$ cat src/hw/rtl/lzss_fb_pkg.sv
// ----------------------------------------------------------------------------
// lzss_fb_pkg
// Shared types and constants for the flag-byte LZSS decompressor.
// ----------------------------------------------------------------------------
package lzss_fb_pkg;

  localparam int HISTORY_DEPTH_DEF = 4096;
  localparam int COUNT_W           = 24;  // output length / remaining count
  localparam int DIST_W            = 13;  // match distance, 1..4096
  localparam int LEN_W             = 5;   // match length, 1..18
  localparam int MODE_W            = 2;
  localparam int CFG_IDX_W         = 1;

  // configuration register indexes
  localparam logic [CFG_IDX_W-1:0] CFG_MIN_MATCH_MODE = 1'd0;
  localparam logic [CFG_IDX_W-1:0] CFG_OUTPUT_LENGTH  = 1'd1;

  localparam logic [MODE_W-1:0] MODE_MAX = 2'd2;

  // parser phases
  localparam logic [1:0] PH_FLAG = 2'd0;  // expect flag byte
  localparam logic [1:0] PH_DATA = 2'd1;  // expect literal or token low byte
  localparam logic [1:0] PH_HIGH = 2'd2;  // expect token high byte

  // what an incoming word does
  localparam logic [1:0] KIND_NONE  = 2'd0;
  localparam logic [1:0] KIND_LIT   = 2'd1;
  localparam logic [1:0] KIND_MATCH = 2'd2;

  typedef struct packed {
    logic [7:0] in_byte;
    logic       start_of_entry;
  } in_word_t;

  typedef struct packed {
    logic [7:0] out_byte;
    logic       last_of_run;
    logic       end_of_entry;
  } out_word_t;

  typedef struct packed {
    logic accept;  // input word taken this cycle
    logic rd;      // read history for next copy byte
    logic copy;    // write back and emit the copy byte
  } ctrl_cmd_t;

  typedef struct packed {
    logic [1:0] kind;       // effect of the presented input word
    logic       copy_last;  // current copy byte ends the match
    logic       out_free;   // output register can take a word
  } dp_status_t;

endpackage

$ cat src/hw/rtl/lzss_fb_ctrl.sv
// ----------------------------------------------------------------------------
// lzss_fb_ctrl
// Sequencer: takes input words and steps a match copy one byte at a time.
// ----------------------------------------------------------------------------
module lzss_fb_ctrl import lzss_fb_pkg::*; (
  input  logic       clk,
  input  logic       rst_n,
  input  logic       in_valid,
  output logic       in_ready,
  input  dp_status_t status,
  output ctrl_cmd_t  cmd
);

  localparam logic [1:0] S_IN = 2'd0;
  localparam logic [1:0] S_RD = 2'd1;
  localparam logic [1:0] S_WR = 2'd2;

  logic [1:0] state_r, state_nxt;

  assign in_ready = (state_r == S_IN) && status.out_free;

  always_comb begin
    state_nxt  = state_r;
    cmd.accept = 1'b0;
    cmd.rd     = 1'b0;
    cmd.copy   = 1'b0;
    unique case (state_r)
      S_IN: begin
        cmd.accept = in_valid && in_ready;
        if (cmd.accept && (status.kind == KIND_MATCH)) begin
          state_nxt = S_RD;
        end
      end
      S_RD: begin
        cmd.rd    = 1'b1;
        state_nxt = S_WR;
      end
      S_WR: begin
        if (status.out_free) begin
          cmd.copy  = 1'b1;
          state_nxt = status.copy_last ? S_IN : S_RD;
        end
      end
      default: begin
        state_nxt = S_IN;
      end
    endcase
  end

  always_ff @(posedge clk) begin
    if (!rst_n) begin
      state_r <= S_IN;
    end else begin
      state_r <= state_nxt;
    end
  end

endmodule

$ cat config.mk
export PLATFORM = sky130hd
export DESIGN_NAME = lzss_fb_ctrl
export DESIGN_NICKNAME = d
export VERILOG_FILES = /design/src/hw/rtl/lzss_fb_pkg.sv /design/src/hw/rtl/lzss_fb_ctrl.sv
export SDC_FILE = /design/constraint.sdc
export NUM_CORES = 1
export LEC_CHECK = 0
export BUFFER_PORTS_ARGS = -buffer_cell sky130_fd_sc_hd__buf_2
export CAP_MARGIN = 5
export CORE_AREA = 2 2 39 41
export DETAILED_ROUTE_END_ITERATION = 16
export DIE_AREA = 0 0 41 43
export PLACE_DENSITY_LB_ADDON = 0.25
export SLEW_MARGIN = 10
export SYNTH_ARGS = -nofsm -noshare
export SYNTH_HDL_FRONTEND = slang
export SYNTH_SLANG_ARGS = --single-unit
$ cat constraint.sdc
create_clock -name clk -period 0.8 [get_ports clk]
set_input_delay 0.04 -clock clk [delete_from_list [all_inputs] [get_ports clk]]
set_output_delay 0.04 -clock clk [all_outputs]
set_load 0.05 [all_outputs]
After elaboration in Yosys (flattened, before gate mapping)
Cells that the tools add are included.
- equal/unequal tests: 5
- mux-type cells: 8
- reduce and logical (&&, ||, !) cells: 5
- operator list (operator ; number):
    2-bit case mux with 3 select lines ; 1
    1-bit 2-to-1 mux ; 5
    2-bit equality test, second input constant ; 2
    2-bit 2-to-1 mux ; 2
    1-bit logical AND ; 3
    2-bit by 1-bit equality test with 1-bit output, second input constant ; 1
    2-bit zero test ; 1
    2-bit by 1-bit != test with 1-bit output, second input constant ; 1
    2-bit != test, second input constant ; 1
    2-bit AND reduction ; 1
- flip-flop bits (word level): 2
- input port bits: 7
- output and inout bits: 4
- word-level logic and storage cells: 19

Depth between registers and ports, before layout
- word-level depth: 6
- mapped depth: 2

Least setup slack after synthesis
Ideal clock, no wire load.
- path kind: register to output
- from: register state_r[0]
- to: output cmd[2] in the netlist's numbering
- arrival: 1.564 ns
- slack: -0.804 ns
- stages on the path, launching flop included: 3
- path buffers: 0
- cells stage by stage: dfxtp_1 > nor3b_2 > and2_1
- RTL lines (element ; line ; source):
    start: declaration ; lzss_fb_ctrl.sv:18 ; logic [1:0] state_r, state_nxt;
    start signal: assignment ; lzss_fb_ctrl.sv:54 ; state_r <= state_nxt;
    end: declaration ; lzss_fb_ctrl.sv:11 ; output ctrl_cmd_t cmd

==> flow_summary.json <==
{
  "cts_tree": "yes",
  "largest-register": "state_r",
  "path_buf_inv": 1,
  "ios": 11,
  "max_freq_ghz": 0.915,
  "synth-seq-cells": 2,
  "clock-root-buffer": "clkbuf_4",
  "timing.reg2reg.setup_slack_ps": -90,
  "maxSlewHeadroom_pct": 83.4,
  "synth_top_cell_by_area": "dfxtp_1",
  "drv_cap": 0,
  "worstPathMaxFanout": 4,
  "critPathCaptureType": "output port",
  "synth_area_um2": 135,
  "core_um2": 1380,
  "areaGrowthSynthToFinish_pct": 131,
  "cp_slowest_cell": "dfxtp_2",
  "setup_ws_ps": -293,
  "clock_skew_ps": 3.36,
  "drt-total-wl_um": 424,
  "grt_max_degree": 5,
  "routedWlPerCell_um": 9.22,
  "synth_xor_area_share_pct": 0,
  "synth-compound-area-share_pct": 9.26,
  "cts_buffer_depth": 2,
  "synth_area_leaders": "dfxtp_1, nor3b_2, nand4bb_1",
  "layout.nets": 39,
  "grt_overflow_total": 0,
  "worst_slew_pin_slew_ps": 251,
  "final_cell_mix": "buf_2, buf_6, clkbuf_4, buf_4, nor3b_4",
  "arrival_ps": 1050,
  "path_clk_slew_ps": 30,
  "antenna_found_initial": 0,
  "insertedDiodeCount": 0,
  "failed_checks": "setup timing",
  "drtIter0Drc": 0,
  "reg.largest.list": "state_r: 2 flops",
  "cts_hold_buf": 0,
  "multiInputGateArea_um2": 108,
  "rsz0062_at_grt": "yes",
  "synthMuxAreaShare_pct": 0,
  "cp.required_ps": 760,
  "leakage_nw": 0.139,
  "cts_made_buffers": 3,
  "cts_htree_levels": 1,
  "postSynthAreaPerCell_um2": 10.4,
  "vdd.ir_drop.worst_v": 0.000596,
  "path_depth": 3,
  "grt_pass1_wl_um": 648,
  "drc": 0,
  "rr_worst_depth": 3,
  "clkSinkCount": 2,
  "fillCellCount": 155,
  "io_buffers": 10,
  "num_vias": 161,
  "yosys_warnings": 0,
  "outcome": "finished, violations left",
  "start_util_pct": 9.76,
  "seq_area_um2": 45.0,
  "synth_top_family_by_area": "simple AND/OR/NAND/NOR gates",
  "dr.pass1.iters": 1,
  "syn_inst": 13,
  "grt_pass1_vias": 171,
  "drive_above_1_share_pct": 83.3,
  "via_per_inst": 3.50,
  "setup_viol": 6,
  "synth_cell_types": 11,
  "syn_nets": 20,
  "seq_area_frac_synth_pct": 29.6,
  "whs_path_depth": 2,
  "final-hold-violation-count": 0,
  "drv_slew": 0,
  "synthSimpleGateAreaFrac_pct": 55.6,
  "powerDensity_nw_per_um2": 1330,
  "fp-row-count": 14,
  "largest_reg_flops": 2,
  "crit_type": "register to output port",
  "synthAdderAreaFrac_pct": 0,
  "grt_usage_pct": 6.41,
  "layout_commonest_cell": "buf_2",
  "dieWidth_um": 41,
  "hold_ws_ps": 40.6,
  "clk_latency_ps": 220,
  "startpoint_type": "register",
  "fin_crit_sh_pct": 137,
  "hold_class": "primary input to register",
  "die_y_um": 43,
  "crit_family": "simple AND/OR/NAND/NOR gates",
  "min_period_ps": 1090,
  "ant_nets": 0,
  "dieArea_um2": 1760,
  "path_cells": "nor3b_4 -> and2_4 -> buf_8",
  "synth.top_cell.area_share_pct": 29.6,
  "gp_congestion": 0.538,
  "cpPeakStageDelay_ps": 330,
  "finalPower_w": 0.000415
}
repair_timing:
item | CTS | global route
pin swaps | 2 | 1
resized for setup | 10 | 3
endpoints found under the setup margin | 6 | 6
setup buffers | 0 | 1
where the power goes:
group          switching, W  internal, W
combinational     0.0000477    0.0000470
clock             0.0000525     0.000165
sequential       0.00000273    0.0000998
metrics by stage:
step	setup slack, ps	utilization (%)	TNS [ps]	instances	instance area (um^2)
final	-293	22.6	-1140	46	313
after global routing	-379	22.6	-1460	46	313
after CTS	-303	21.0	-1180	45	290
after global placement	-137	17.2	-387	42	238
after detailed placement	-164	17.2	-492	42	238
after floorplan	-447	-	-538	13	145
layout make-up:
cell class                 count  area share (%)
timing repair buffer          15            37.6
multi-input combinational     10            34.4
sequential                     2            14.4
clock buffer                   3            7.20
tap                           16            6.40
per-layer routing:
metal  global-route usage (%)  wire length (um)  vias up
li1                         -                 -       81
met1                     6.37               201       67
met2                     7.19               166       13
met3                     6.28                55        0
met4                     6.00                 0        0
met5                        0                 0        -
path summary, 6_finish.rpt:
check                                             start                 endpoint
worst max register to register  state_r[1]$_SDFFE_PN0P_  state_r[1]$_SDFFE_PN0P_
worst min-delay path                              rst_n  state_r[1]$_SDFFE_PN0P_
worst min register to register  state_r[1]$_SDFFE_PN0P_  state_r[0]$_SDFFE_PN0P_
worst max-delay path            state_r[0]$_SDFFE_PN0P_                   cmd[2]
worst reg2reg max path, cell delays in order, from the launching register on:
cell	delay, ps
dfxtp_4	350
buf_6	120
nor3b_4	140
o21a_1	170
cell usage after synthesis:
cell and number:
nor3b_2 2, and3b_2 1, and2_1 1, nand4bb_1 1
a21oi_1 1, buf_4 1, nor2b_2 1, dfxtp_1 2
nand3b_1 1, nand2b_1 1, o21a_1 1
logic make-up (layout without fill, tap and decap cells):
family | after synthesis | after routing
AO/OA/AOI/OAI | 2 | 2
buffers and inverters | 1 | 18
flip-flops | 2 | 2
AND/OR/NAND/NOR | 8 | 8
(Power assumes the default switching activity.)
